<file path="config.mk">
export PLATFORM = sky130hd
export DESIGN_NAME = rtt_estimator_retransmit_timer_unit
export DESIGN_NICKNAME = d
export VERILOG_FILES = /design/src/rtl/rtte_pkg.sv /design/src/rtl/rtte_update.sv /design/src/rtl/rtt_estimator_retransmit_timer_unit.sv
export SDC_FILE = /design/constraint.sdc
export NUM_CORES = 1
export LEC_CHECK = 0
export ABC_AREA = 1
export BUFFER_PORTS_ARGS = -buffer_cell sky130_fd_sc_hd__buf_2
export CAP_MARGIN = 40
export CORE_UTILIZATION = 45
export DETAILED_ROUTE_END_ITERATION = 10
export HOLD_SLACK_MARGIN = 0.15
export PLACE_DENSITY = 0.7
export SLEW_MARGIN = 20
export SYNTH_ARGS = -nofsm -noshare
export SYNTH_HDL_FRONTEND = slang
export SYNTH_SLANG_ARGS = --single-unit
</file>
<file path="constraint.sdc">
create_clock -name clk -period 19.8 [get_ports clk]
set_input_delay 0.99 -clock clk [delete_from_list [all_inputs] [get_ports clk]]
set_output_delay 0.99 -clock clk [all_outputs]
set_load 0.005 [all_outputs]
</file>
<file path="src/rtl/rtte_pkg.sv">
// ----------------------------------------------------------------------------
// rtte_pkg
// Shared types, constants and the clamp function of the RTT estimator and
// retransmit timer.
// ----------------------------------------------------------------------------
package rtte_pkg;

  // Field widths
  localparam int unsigned MS_W    = 16;  // millisecond values
  localparam int unsigned CNT_W   = 8;   // retransmit count
  localparam int unsigned CMD_W   = 2;
  localparam int unsigned CFG_A_W = 2;   // register index
  localparam int unsigned CFG_D_W = 16;  // register write data
  localparam int unsigned SUM_W   = MS_W + 3;  // srtt + 4*rttvar, no wrap

  // Commands
  typedef enum logic [CMD_W-1:0] {
    CMD_INIT    = 2'd0,
    CMD_NEW_PKT = 2'd1,
    CMD_SAMPLE  = 2'd2,
    CMD_TIMEOUT = 2'd3
  } cmd_t;

  // Register indexes
  localparam logic [CFG_A_W-1:0] REG_MIN_RTO   = 2'd0;
  localparam logic [CFG_A_W-1:0] REG_MAX_RTO   = 2'd1;
  localparam logic [CFG_A_W-1:0] REG_MAX_RETX  = 2'd2;

  // Reset and init values
  localparam logic [MS_W-1:0]  RST_MIN_RTO   = 16'd2000;
  localparam logic [MS_W-1:0]  RST_MAX_RTO   = 16'd60000;
  localparam logic [CNT_W-1:0] RST_MAX_RETX  = 8'd3;
  localparam logic [MS_W-1:0]  INIT_DEV      = 16'd750;
  localparam logic [SUM_W-1:0] INIT_RTO_RAW  = {1'b0, INIT_DEV, 2'b00};  // 0 + 4*750
  localparam logic [MS_W-1:0]  RST_RTO       = 16'd3000;  // 3000 within reset clamps
  localparam logic [CNT_W-1:0] CNT_MAX       = {CNT_W{1'b1}};

  // Estimator state
  typedef struct packed {
    logic [MS_W-1:0]  srtt;
    logic [MS_W-1:0]  rttvar;
    logic [MS_W-1:0]  rto;
    logic [CNT_W-1:0] retry;
  } est_state_t;

  // Configuration registers
  typedef struct packed {
    logic [MS_W-1:0]  min_rto;
    logic [MS_W-1:0]  max_rto;
    logic [CNT_W-1:0] max_retx;
  } rto_cfg_t;

  // When the clamps cross, a value below min_rto gets min_rto and any other value gets max_rto
  function automatic logic [MS_W-1:0] clamp_rto(logic [SUM_W-1:0] v, rto_cfg_t cfg);
    logic [MS_W-1:0] res;
    if (v < {3'b000, cfg.min_rto}) begin
      res = cfg.min_rto;
    end else if (v > {3'b000, cfg.max_rto}) begin
      res = cfg.max_rto;
    end else begin
      res = v[MS_W-1:0];
    end
    return res;
  endfunction

endpackage

</file>
<file path="src/rtl/rtte_update.sv">
// ----------------------------------------------------------------------------
// rtte_update
// Next-state logic for one command: estimator update, timeout backoff,
// clamp and retransmit counting.
// ----------------------------------------------------------------------------
module rtte_update (
  input  rtte_pkg::cmd_t               cmd_i,
  input  logic [rtte_pkg::MS_W-1:0]    sample_i,
  input  rtte_pkg::est_state_t         st_i,
  input  rtte_pkg::rto_cfg_t           cfg_i,
  output rtte_pkg::est_state_t         st_o,
  output logic                         give_up_o
);
  import rtte_pkg::*;

  logic signed [MS_W:0] delta;
  logic signed [MS_W:0] delta_q;     // delta / 8 toward zero
  logic        [MS_W:0] delta_neg;
  logic [MS_W-1:0]      mag;
  logic signed [MS_W:0] dev_diff;
  logic signed [MS_W:0] dev_q;       // (mag - rttvar) / 4 toward zero
  logic [MS_W-1:0]      srtt_new;
  logic [MS_W-1:0]      rttvar_new;
  logic [SUM_W-1:0]     rto_sum;
  logic [CNT_W-1:0]     retry_inc;

  // Sample path: signed error, truncating divides, new timeout candidate
  always_comb begin
    delta     = $signed({1'b0, sample_i}) - $signed({1'b0, st_i.srtt});
    delta_q   = (delta + $signed({{(MS_W-2){1'b0}}, {3{delta[MS_W]}}})) >>> 3;
    delta_neg = -delta;
    mag       = delta[MS_W] ? delta_neg[MS_W-1:0] : delta[MS_W-1:0];
    dev_diff  = $signed({1'b0, mag}) - $signed({1'b0, st_i.rttvar});
    dev_q     = (dev_diff + $signed({{(MS_W-1){1'b0}}, {2{dev_diff[MS_W]}}})) >>> 2;
    // results stay in 16 bits, so modular adds are exact
    srtt_new   = st_i.srtt + delta_q[MS_W-1:0];
    rttvar_new = st_i.rttvar + dev_q[MS_W-1:0];
    rto_sum    = {3'b000, srtt_new} + {1'b0, rttvar_new, 2'b00};
  end

  // Saturating retry count for a timeout
  assign retry_inc = (st_i.retry == CNT_MAX) ? st_i.retry : st_i.retry + 1'b1;

  // Command decode
  always_comb begin
    st_o      = st_i;
    give_up_o = 1'b0;
    unique case (cmd_i)
      CMD_INIT: begin
        st_o.srtt   = '0;
        st_o.rttvar = INIT_DEV;
        st_o.rto    = clamp_rto(INIT_RTO_RAW, cfg_i);
      end
      CMD_NEW_PKT: begin
        st_o.retry = '0;
      end
      CMD_SAMPLE: begin
        st_o.srtt   = srtt_new;
        st_o.rttvar = rttvar_new;
        st_o.rto    = clamp_rto(rto_sum, cfg_i);
      end
      CMD_TIMEOUT: begin
        st_o.rto   = clamp_rto({2'b00, st_i.rto, 1'b0}, cfg_i);
        st_o.retry = retry_inc;
        give_up_o  = (retry_inc > cfg_i.max_retx);
      end
      default: begin
        st_o = st_i;
      end
    endcase
  end

endmodule

</file>
<file path="src/rtl/rtt_estimator_retransmit_timer_unit.sv">
// ----------------------------------------------------------------------------
// rtt_estimator_retransmit_timer_unit
// Retransmission-timeout estimator: smoothed RTT and mean deviation in
// integer ms, clamped timeout with doubling backoff, retransmit counting.
// ----------------------------------------------------------------------------
//  Channel   Direction  Handshake        Payload
//  in_       request    valid / stall    command, rtt_sample_ms
//  out_      result     valid / stall    current_rto, give_up, retransmit_count
//  cfg_      write      valid / ready    index, wdata (min_rto, max_rto, max_retx)
//
//  One request per cycle while out_stall is low; a request passes the request
//  register, then the result register, with the state update between the two.
//  A stalled result holds; the request register keeps filling behind it and
//  in_stall rises only when both stages are full.
//  Synchronous active-low reset restores valid flags, config and estimator state.
//  Config writes are always ready; they do not recompute the current timeout.
// ----------------------------------------------------------------------------
module rtt_estimator_retransmit_timer_unit (
  input  logic                            clk,
  input  logic                            rst_n,
  // request channel
  input  logic                            in_valid,
  output logic                            in_stall,
  input  logic [rtte_pkg::CMD_W-1:0]      in_command,
  input  logic [rtte_pkg::MS_W-1:0]       in_rtt_sample_ms,
  // result channel
  output logic                            out_valid,
  input  logic                            out_stall,
  output logic [rtte_pkg::MS_W-1:0]       out_current_rto,
  output logic                            out_give_up,
  output logic [rtte_pkg::CNT_W-1:0]      out_retransmit_count,
  // config write channel
  input  logic                            cfg_valid,
  output logic                            cfg_ready,
  input  logic [rtte_pkg::CFG_A_W-1:0]    cfg_index,
  input  logic [rtte_pkg::CFG_D_W-1:0]    cfg_wdata
);
  import rtte_pkg::*;

  logic              in_valid_r;
  cmd_t              in_cmd_r;
  logic [MS_W-1:0]   in_sample_r;
  est_state_t        st_r;
  est_state_t        st_nxt;
  logic              give_up_nxt;
  rto_cfg_t          cfg_r;
  logic              out_valid_r;
  logic [MS_W-1:0]   out_rto_r;
  logic              out_give_up_r;
  logic [CNT_W-1:0]  out_cnt_r;
  logic              advance;

  // Result stage free to take the request stage
  assign advance   = ~out_valid_r | ~out_stall;
  assign in_stall  = in_valid_r & ~advance;
  assign cfg_ready = 1'b1;

  // Request register
  always_ff @(posedge clk) begin
    if (!rst_n) begin
      in_valid_r <= 1'b0;
    end else if (!in_stall) begin
      in_valid_r <= in_valid;
    end
    if (!in_stall && in_valid) begin
      in_cmd_r    <= cmd_t'(in_command);
      in_sample_r <= in_rtt_sample_ms;
    end
  end

  // Config registers
  always_ff @(posedge clk) begin
    if (!rst_n) begin
      cfg_r.min_rto  <= RST_MIN_RTO;
      cfg_r.max_rto  <= RST_MAX_RTO;
      cfg_r.max_retx <= RST_MAX_RETX;
    end else if (cfg_valid && cfg_ready) begin
      unique case (cfg_index)
        REG_MIN_RTO:  cfg_r.min_rto  <= cfg_wdata[MS_W-1:0];
        REG_MAX_RTO:  cfg_r.max_rto  <= cfg_wdata[MS_W-1:0];
        REG_MAX_RETX: cfg_r.max_retx <= cfg_wdata[CNT_W-1:0];
        default: ;  // unmapped index, write dropped
      endcase
    end
  end

  rtte_update u_update (
    .cmd_i     (in_cmd_r),
    .sample_i  (in_sample_r),
    .st_i      (st_r),
    .cfg_i     (cfg_r),
    .st_o      (st_nxt),
    .give_up_o (give_up_nxt)
  );

  // Estimator state and result register
  always_ff @(posedge clk) begin
    if (!rst_n) begin
      st_r.srtt   <= '0;
      st_r.rttvar <= INIT_DEV;
      st_r.rto    <= RST_RTO;
      st_r.retry  <= '0;
      out_valid_r <= 1'b0;
    end else if (advance) begin
      out_valid_r <= in_valid_r;
      if (in_valid_r) begin
        st_r <= st_nxt;
      end
    end
    if (advance && in_valid_r) begin
      out_rto_r     <= st_nxt.rto;
      out_give_up_r <= give_up_nxt;
      out_cnt_r     <= st_nxt.retry;
    end
  end

  assign out_valid            = out_valid_r;
  assign out_current_rto      = out_rto_r;
  assign out_give_up          = out_give_up_r;
  assign out_retransmit_count = out_cnt_r;

endmodule

</file>
Yosys cells after proc, flatten, opt, wreduce, memory -nomap -nowiden. Index checks and enable logic that the tools add are counted.

Output and inout port bits: 28. Bits in registers: 141. Word-level logic and storage cells: 63. Input port bits: 41.

Add/subtract/negate cells: 9. Equal/unequal tests: 6. $lt $le $gt $ge: 7. Bitwise gates (word level): 5. Multiplexer cells: 11. Reduce and logical (&&, ||, !) cells: 11.

Operator list (number): 16-bit two-way mux (7); 32-bit one-hot mux with 2 select lines (1); 16-bit one-hot mux with 3 select lines (1); 16-bit by 16-bit subtractor with 17-bit output (2); 16-bit adder (2); 16-bit by 18-bit adder with 19-bit output (1); 19-bit by 16-bit > comparator with 1-bit output (1); 19-bit by 16-bit < comparator with 1-bit output (1); 17-bit by 3-bit adder with 17-bit output (1); 17-bit by 4-bit adder with 17-bit output (1); 17-bit by 16-bit > comparator with 1-bit output (1); 17-bit by 16-bit < comparator with 1-bit output (1); 12-bit by 16-bit > comparator with 1-bit output, first input constant (1); 12-bit by 16-bit < comparator with 1-bit output, first input constant (1); 16-bit negator (1); 8-bit one-hot mux with 2 select lines (1); 8-bit by 1-bit adder with 8-bit output, second input constant (1); 8-bit == test, second input constant (1); 8-bit > comparator (1); 8-bit two-way mux (1); 2-bit AND reduction (4); 2-bit == test, second input constant (3); 2-bit by 1-bit == test with 1-bit output, second input constant (2); 2-bit zero test (2); 7 further kinds (10).

Logic depth before layout (Yosys ltp). Gate-level depths: netlist of run 1.

Depth after elaboration: 11. Mapped depth: 70. Depth with buffers taken out: 69.

By module. Synthesis of run 1 repeated with hierarchy kept, for this count alone.

Cells, all modules: 2092. Area, all modules: 13943.4 µm².

By module, submodules not included: rtte_update (area each 8704.6 µm², seq. area each 0.0 µm², cells an instance 1515, times used 1); rtt_estimator_retransmit_timer_unit (area each 5238.8 µm², seq. area each 3253.1 µm², cells an instance 577, times used 1).

Worst setup path before layout of run 1. OpenSTA, ideal clock, no wires.

Path type: register to register. From: register in_sample_r[0]. To: register out_rto_r[5], in the netlist out_current_rto[5] (data pin). Arrival: 8673 ps. Clock period less this slack: 8932 ps. Required time: 19540 ps. Setup time: 260 ps. Path buffers: 2. Cell stages (with the launch flop): 60. Setup slack: 10868 ps. Cells stage by stage: edfxtp_1 -> inv_1 -> ha_1 -> fa_1 -> inv_1 -> nand3_1 -> nand2_1 -> a21oi_1 -> o21bai_1 -> nand2_1 -> nand2_1 -> nand3_1 -> nand2_1 -> clkbuf_1 -> clkinv_1 -> nand2_1 -> xor2_1 -> inv_1 -> [... 24 more ...] -> a21oi_1 -> o21ai_0 -> a21oi_1 -> o21bai_1 -> a21oi_1 -> o21ai_0 -> xor2_1 -> ha_1 -> nand2_1 -> nor3_1 -> nand4_1 -> o32ai_1 -> nand3_4 -> buf_6 -> nand2_1 -> o211ai_2 -> nand2_1 -> a21boi_1.

RTL lines: start, declared (line rtt_estimator_retransmit_timer_unit.sv:42) `logic [MS_W-1:0] in_sample_r;`; start signal, assigned (line rtt_estimator_retransmit_timer_unit.sv:67) `in_sample_r <= in_rtt_sample_ms;`; end signal, assigned (line rtt_estimator_retransmit_timer_unit.sv:111) `out_rto_r <= st_nxt.rto;`; end, declared (line rtt_estimator_retransmit_timer_unit.sv:48) `logic [MS_W-1:0] out_rto_r;`.

==> results of run 1 <==
-- power by group through the flow --
stage	registers (µW)	logic, µW	clock network (µW)
6_report	344	1840	354
5_1_grt	346	2090	369
4_1_cts	344	1830	357
3_5_place_dp	350	1820	0
3_3_place_gp	350	1760	0
2_1_floorplan	344	1370	0
-- per-stage QoR --
| step | cells | utilization [%] | area [µm²] | hold slack (ps) | power (µW) |
|---|---|---|---|---|---|
| after floorplan | 1902 | - | 12900 | 435 | 1710 |
| after global placement | 2307 | 48.5 | 13600 | 457 | 2110 |
| after detailed placement | 2312 | 48.9 | 13700 | 458 | 2170 |
| after CTS | 2344 | 51.1 | 14300 | 470 | 2530 |
| after global routing | 2344 | 51.1 | 14300 | 493 | 2810 |
| final | 2344 | 51.1 | 14300 | 466 | 2540 |
-- area by class of cell --
class | instances | area, µm² | area share [%]
clock buffer | 19 | 475 | 3.33
multi-input combinational | 1398 | 8250 | 57.8
timing repair buffer | 80 | 495 | 3.47
tap | 378 | 473 | 3.31
sequential | 141 | 3250 | 22.8
inverter | 315 | 1180 | 8.28
clock inverter | 13 | 154 | 1.08
-- layout by cell type (no fill, tap or decap), types with 34 or more instances in the layout --
| cell type | netlist | final |
|---|---|---|
| sky130_fd_sc_hd__o211ai_1 | 34 | 34 |
| sky130_fd_sc_hd__xor2_1 | 54 | 54 |
| sky130_fd_sc_hd__edfxtp_1 | 43 | 43 |
| sky130_fd_sc_hd__o21ai_0 | 107 | 107 |
| sky130_fd_sc_hd__nand3_1 | 92 | 92 |
| sky130_fd_sc_hd__buf_2 | 4 | 67 |
| sky130_fd_sc_hd__a21oi_1 | 193 | 193 |
| sky130_fd_sc_hd__ha_1 | 152 | 152 |
| sky130_fd_sc_hd__inv_1 | 307 | 307 |
| sky130_fd_sc_hd__nand2_1 | 454 | 454 |
| sky130_fd_sc_hd__nand4_1 | 38 | 38 |
| sky130_fd_sc_hd__nor2_1 | 117 | 116 |
| sky130_fd_sc_hd__dfxtp_1 | 98 | 98 |
-- cells by family after synthesis --
family                     synth area share [%]
adders and majority gates                  15.6
other                                    0.0291
xor gates and xnor gates                   5.16
DFF                                        25.3
AOI/OAI and AO/OA                          18.5
buffers and inverters                      10.7
and+or+nand+nor                            24.8
-- per-layer routing --
metal	global-route usage, %	vias to the layer above	routed length, µm
li1	-	6438	-
met1	33.0	5841	16700
met2	46.6	419	18300
met3	4.28	94	2140
met4	11.3	0	1340
met5	0	-	0
-- state kept, by name, indices dropped and copies added (netlist names) --
register              count
st_r                     56
cfg_r                    40
in_sample_r              16
out_current_rto          16
out_retransmit_count      8
in_cmd_r                  2
in_valid_r                1
out_give_up               1
out_valid                 1
-- worst paths after layout --
| path | slack (ps) | cells past startpoint | from | to |
|---|---|---|---|---|
| max | 9230 | 63 | in_sample_r[0]$_DFFE_PP_ | out_current_rto[0]$_DFFE_PP_ |
| max reg2reg | 9230 | 63 | in_sample_r[0]$_DFFE_PP_ | out_current_rto[0]$_DFFE_PP_ |
| min reg2reg | 470 | 2 | st_r[55]$_SDFFE_PN0P_ | st_r[55]$_SDFFE_PN0P_ |
| min | 470 | 2 | st_r[55]$_SDFFE_PN0P_ | st_r[55]$_SDFFE_PN0P_ |
-- worst register-to-register path, delay by kind of cell (launching register included) --
family                   cells  cell delay, ps
buffers and inverters       11            1110
adder cells (fa/ha/maj)      7            2160
AO/OA/AOI/OAI               15            2570
flip-flops                   1             320
AND/OR/NAND/NOR             25            3040
XOR/XNOR                     5            1120
==> results.json, run 1 <==
{
  "proportion_of_synthesized_chip_area_in_sequential_cells_pct": 25.3,
  "cts.sinks": 141,
  "async_flop_share_pct": 0,
  "cts.repair.resized": 0,
  "p_leak_uw": 0.00704,
  "timing.critical_path.mode_cell": "sky130_fd_sc_hd__nand2_1",
  "num_rows": 61,
  "place_worst_setup_slack_ps": 9440,
  "worst_ir_drop_vdd_v": 0.000141,
  "fin_setup_tns_ps": 0,
  "vias": 12792,
  "antenna_violations_before_repair": 0,
  "grt_overflow": 0,
  "finClkSkew_ps": 10.3,
  "critical-path-max-stage-delay_ps": 460,
  "num-fill-cells": 2801,
  "final_max_slew_viol_count": 0,
  "cts.hold.buffers_added": 0,
  "first_iter_violations": 1042,
  "final_period_minus_worst_setup_slack_ps": 10570,
  "detail_route.first_pass.iterations": 5,
  "power_density_nw_per_um2": 178,
  "ant_nets": 0,
  "cp_data_required_time_ps": 20010,
  "setup_viol": 0,
  "share_of_power_burned_in_the_clock_network_pct": 13.9,
  "fp.dieH_um": 171,
  "setup.worst_path.class": "register to register",
  "gp_congestion": 0.955,
  "slowest_stage": "sky130_fd_sc_hd__nand4_2",
  "routed_len_inst_um": 16.4,
  "outcome": "finished, final reports clean",
  "syn2layout_area_growth_pct": 11.0,
  "viasPerCell": 5.46,
  "clock_tree.buffer_depth": 2,
  "port_buffers": 67,
  "layout_cell_share_with_drive_strength_beyond_1_pct": 7.32,
  "max_cap_violations": 0,
  "p_int_uw": 1170,
  "synth.area.top_cells": "sky130_fd_sc_hd__dfxtp_1 15%, sky130_fd_sc_hd__ha_1 15%, sky130_fd_sc_hd__nand2_1 13%",
  "clock_pin_slew_on_the_worst_setup_and_hold_paths_ps": 70,
  "final.period_utilization_pct": 53.4,
  "yosys.cell_count.top_type": "sky130_fd_sc_hd__nand2_1",
  "totalWireLength_um": 38500,
  "register_bit_total_from_synthesis": 141,
  "cts_tree": "done",
  "tightest_slew_ps": 881,
  "floorplan.core_area_um2": 27900,
  "clock_latency_ps": 450,
  "yosys.area.top_type_share_pct": 15.2,
  "largest_net_degree_at_the_start_of_global_routing": 58,
  "pwr-share-seq_pct": 13.6,
  "synthesis.nets": 2100,
  "postSynthCellCount": 1902,
  "post_synth.cell_area_avg_um2": 6.77,
  "grt_pass1_wl_um": 61400,
  "synth_cell_types": 57,
  "cts-root-buf": "sky130_fd_sc_hd__clkbuf_16",
  "diode_count": 0,
  "critPathTopFamily": "simple AND/OR/NAND/NOR gates",
  "timing_hold_violations_final": 0,
  "first_global_vias": 11983,
  "starting_utilization_of_the_core_area_pct": 46.1,
  "grt_setup_unrepaired": "false",
  "worst-path-max-fanout": 17,
  "yosysTopAreaCell": "sky130_fd_sc_hd__dfxtp_1",
  "worst-endpoint-arrival_ps": 10780,
  "postCtsSetupRepairBufs": 0,
  "yosysWarnings": 0,
  "die_width_um": 171,
  "detail_route.drc_violations": 0,
  "detailed_place_hpwl_um": 29900,
  "relSlewSlack_pct": 39.8,
  "mappedNetlistArea_um2": 12900,
  "timing.critical_path.buf_inv": 11,
  "swShare_pct": 53.9,
  "ys_top_cells_by_count": "454 x sky130_fd_sc_hd__nand2_1, 307 x sky130_fd_sc_hd__inv_1, 193 x sky130_fd_sc_hd__a21oi_1",
  "timing.hold.worst.class": "register to register",
  "finalNetCount": 2151,
  "gr-usage-all-layers_pct": 26.9,
  "endpoint_type_of_the_worst_setup_path": "register",
  "dieArea_um2": 29300,
  "io_pins": 69,
  "cts_htree_levels": 4,
  "synth-edff-count": 43,
  "setup_ws_ps": 9230,
  "combPwrFrac_pct": 72.5,
  "net-switching-power_uw": 1370,
  "predominant_post_synthesis_flop_cell": "sky130_fd_sc_hd__dfxtp_1",
  "cts_buffers": 17,
  "max_clock_freq_mhz": 94.6,
  "setup.worst_path.start_class": "register"
}
Power figures use the tool's default switching activity.
==> run 2, diff against run 1 <==
Settings changed: ABC_AREA 1 to 0.
Clock period 19.8 ns to 9.99 ns, I/O delays scaled along.
==> run 2 against run 1 <==
Final cell count is 12% lower. Critical path depth shrank 12. Routed wire length decreased by 1.4%. Utilization increased by 5.0 points. Clock skew grew 12 ps.
==> results.json, run 2 <==
{
  "outcome": "finished, final reports clean",
  "fin_setup_tns_ps": 0,
  "top_register": "st_r",
  "grt_pass1_wl_um": 58700,
  "relSlewSlack_pct": 50.7,
  "slowest_stage": "sky130_fd_sc_hd__or3_4",
  "synth_xor_xnor_area_share_pct": 6.88,
  "finalNonFillerCells": 2054,
  "r2r_setup_slack_ps": 320,
  "mostFrequentLayoutCell": "sky130_fd_sc_hd__ha_1",
  "detail_route.first_pass.iterations": 5,
  "synth_fa_ha_area_share_pct": 16.0,
  "grt_overflow": 0,
  "postSynthCellCount": 1519,
  "timing.rr.end": "out_current_rto[12]$_DFFE_PP_",
  "timing.hold.worst.start": "in_command[0]",
  "async_flop_share_pct": 0,
  "viasPerCell": 5.85,
  "synth_cell_types": 84,
  "predominant_post_synthesis_flop_cell": "sky130_fd_sc_hd__dfxtp_1",
  "cts.sinks": 141,
  "clock_pin_slew_on_the_worst_setup_and_hold_paths_ps": 90,
  "register_bit_total_from_synthesis": 141,
  "setup_viol": 0,
  "synth_area_in_simple_gates_pct": 19.7,
  "grt_setup_unrepaired": "true",
  "max_cap_violations": 0,
  "num-fill-cells": 2428,
  "max_clock_freq_mhz": 103,
  "ant_nets": 0,
  "proportion_of_synthesized_chip_area_in_sequential_cells_pct": 26.1,
  "place_worst_setup_slack_ps": -388,
  "tightest_slew_ps": 740,
  "critical-path-max-stage-delay_ps": 420,
  "detailed_place_hpwl_um": 28000,
  "yosysWarnings": 0,
  "layout_top_registers": "st_r x56, cfg_r x40",
  "start_of_the_worst_register_to_register_path": "in_sample_r[1]$_DFFE_PP_",
  "first_global_vias": 11090,
  "antenna_violations_before_repair": 0,
  "synthesis.nets": 1717,
  "final_cell_mix": "147 x sky130_fd_sc_hd__ha_1, 139 x sky130_fd_sc_hd__nand2_1, 115 x sky130_fd_sc_hd__inv_1",
  "yosys.area.top_type_share_pct": 15.7,
  "gp_congestion": 0.940,
  "vias": 12013,
  "synth_mux_area_share_pct": 2.94,
  "area_of_all_placed_cells_without_fillers_um2": 15200,
  "worst-path-max-fanout": 7,
  "fp.dieH_um": 169,
  "finalNetCount": 1867,
  "cts_htree_levels": 4,
  "final.period_utilization_pct": 96.8,
  "dieArea_um2": 28400,
  "clock_tree.buffer_depth": 2,
  "hold_path_sink": "in_cmd_r[0]$_DFFE_PP_",
  "floorplan.core_area_um2": 27100,
  "final_period_minus_worst_setup_slack_ps": 9670,
  "cts_tree": "done",
  "endpoint_type_of_the_worst_setup_path": "register",
  "first_iter_violations": 1075,
  "timing_hold_violations_final": 0,
  "largest_net_degree_at_the_start_of_global_routing": 58,
  "timing.hold.worst.class": "primary input to register",
  "timing.critical_path.mode_cell": "sky130_fd_sc_hd__buf_4",
  "port_buffers": 67,
  "yosys.cell_count.top_type": "sky130_fd_sc_hd__ha_1",
  "rr_worst_depth": 51,
  "yosysTopAreaCell": "sky130_fd_sc_hd__dfxtp_1",
  "clock_latency_ps": 450,
  "routed_len_inst_um": 18.5,
  "cp_data_required_time_ps": 10310,
  "setup.worst_path.start_class": "register",
  "postPlaceCellArea_um2": 13800,
  "totalWireLength_um": 37900,
  "io_pins": 69,
  "num_rows": 60,
  "ys_top_cells_by_count": "152 x sky130_fd_sc_hd__ha_1, 142 x sky130_fd_sc_hd__nand2_1, 117 x sky130_fd_sc_hd__inv_1",
  "finClkSkew_ps": 22.5,
  "cts.hold.buffers_added": 0,
  "worst-endpoint-arrival_ps": 9990,
  "diode_count": 0,
  "synth-compound-area-share_pct": 23.2,
  "cts_buffers": 17,
  "detail_route.drc_violations": 0,
  "synth.area.top_cells": "sky130_fd_sc_hd__dfxtp_1 16%, sky130_fd_sc_hd__ha_1 15%, sky130_fd_sc_hd__edfxtp_1 10%",
  "largest_register_ffs": 56,
  "mappedNetlistArea_um2": 12500,
  "placed_cells": 2002,
  "starting_utilization_of_the_core_area_pct": 46.0,
  "setup.worst_path.class": "register to register",
  "main_combinational_cell_family_by_area_after_synthesis": "compound AO/OA/AOI/OAI gates",
  "holdPathStages": 1,
  "syn2layout_area_growth_pct": 21.9,
  "layout_cell_share_with_drive_strength_beyond_1_pct": 21.0,
  "gr-usage-all-layers_pct": 26.1,
  "post_synth.cell_area_avg_um2": 8.22,
  "synth-edff-count": 43,
  "cts-root-buf": "sky130_fd_sc_hd__clkbuf_16",
  "setup_ws_ps": 320,
  "final_max_slew_viol_count": 0,
  "die_width_um": 169
}
==> run 2: cell types whose count changed in the layout (fill, tap and decap cells not counted), sizes merged, moves of 26 or more <==
cell,change
inv,-197
o21ai,-34
a21oi,-103
mux2i,+31
nand2,-319
xnor2,+51
nor2b,+46
buf,+100
xor2,-28
o21a,+26
nand3,-61
==> run 2: cell families after synthesis <==
kind of cell	count (synthesis)
AO/OA/AOI/OAI	429
XOR/XNOR	98
adder cells (fa/ha/maj)	157
buffers and inverters	168
flip-flops	141
multiplexers	36
other	1
AND/OR/NAND/NOR	489
==> run 2: layer usage <==
layer  global-route usage (%)  part of all wire (%)  up-vias  wire, µm
li1                         -                     -     5816         -
met1                     36.5                    45     5691     17200
met2                     41.7                    46      436     17400
met3                     3.16                   6.3       70      2400
met4                     8.50                   2.5        0       945
met5                        0                     0        -         0
==> run 2: critical path: cells and delay by family (launching register included) <==
family,cells,cell delay (ps)
XOR/XNOR,4,600
adder cells (fa/ha/maj),7,1940
multiplexers,1,290
buffers and inverters,7,980
AO/OA/AOI/OAI,21,3060
flip-flops,1,400
AND/OR/NAND/NOR,11,2260
==> run 2: final cells by class <==
class,instances,area (µm²),share of cell area [%]
repair buffers,181,1260,8.25
multi-input cells,1210,9180,60.3
inverters,118,443,2.91
clock buffers,17,425,2.80
flip-flops and latches,141,3250,21.4
clock inverters,15,194,1.27
well taps,372,465,3.06
==> run 2: repair_timing <==
action	4_1_cts	5_1_grt
gates cloned	1	0
endpoints found under the setup margin	32	32
gates resized for setup	27	108
buffers inserted	2	16
pin swaps	4	46
==> run 2: how the worst max path moves through the flow <==
stage | cells after the start | startpoint | slack [ps] | to
finish | 51 | in_sample_r[1]$_DFFE_PP_ | 320 | out_current_rto[12]$_DFFE_PP_
global route | 54 | in_sample_r[0]$_DFFE_PP_ | -230 | out_current_rto[8]$_DFFE_PP_
CTS | 52 | in_sample_r[0]$_DFFE_PP_ | 30 | out_current_rto[10]$_DFFE_PP_
detailed placement | 50 | in_sample_r[1]$_DFFE_PP_ | -390 | out_current_rto[5]$_DFFE_PP_
global placement | 45 | in_sample_r[1]$_DFFE_PP_ | -60 | st_r[16]$_SDFFE_PN1P_
floorplan | 46 | st_r[41]$_SDFFE_PN0P_ | 140 | out_current_rto[6]$_DFFE_PP_
==> run 2: stage by stage <==
step	hold slack (ps)	util, %
floorplan	451	-
global placement	492	50.8
detailed placement	492	51.1
CTS	219	54.0
global route	219	56.2
finish	222	56.2
Power of run 2 is left out: the tool's default activity adds up to more than one toggle a clock period on the data nets, which glitch-free logic cannot reach.
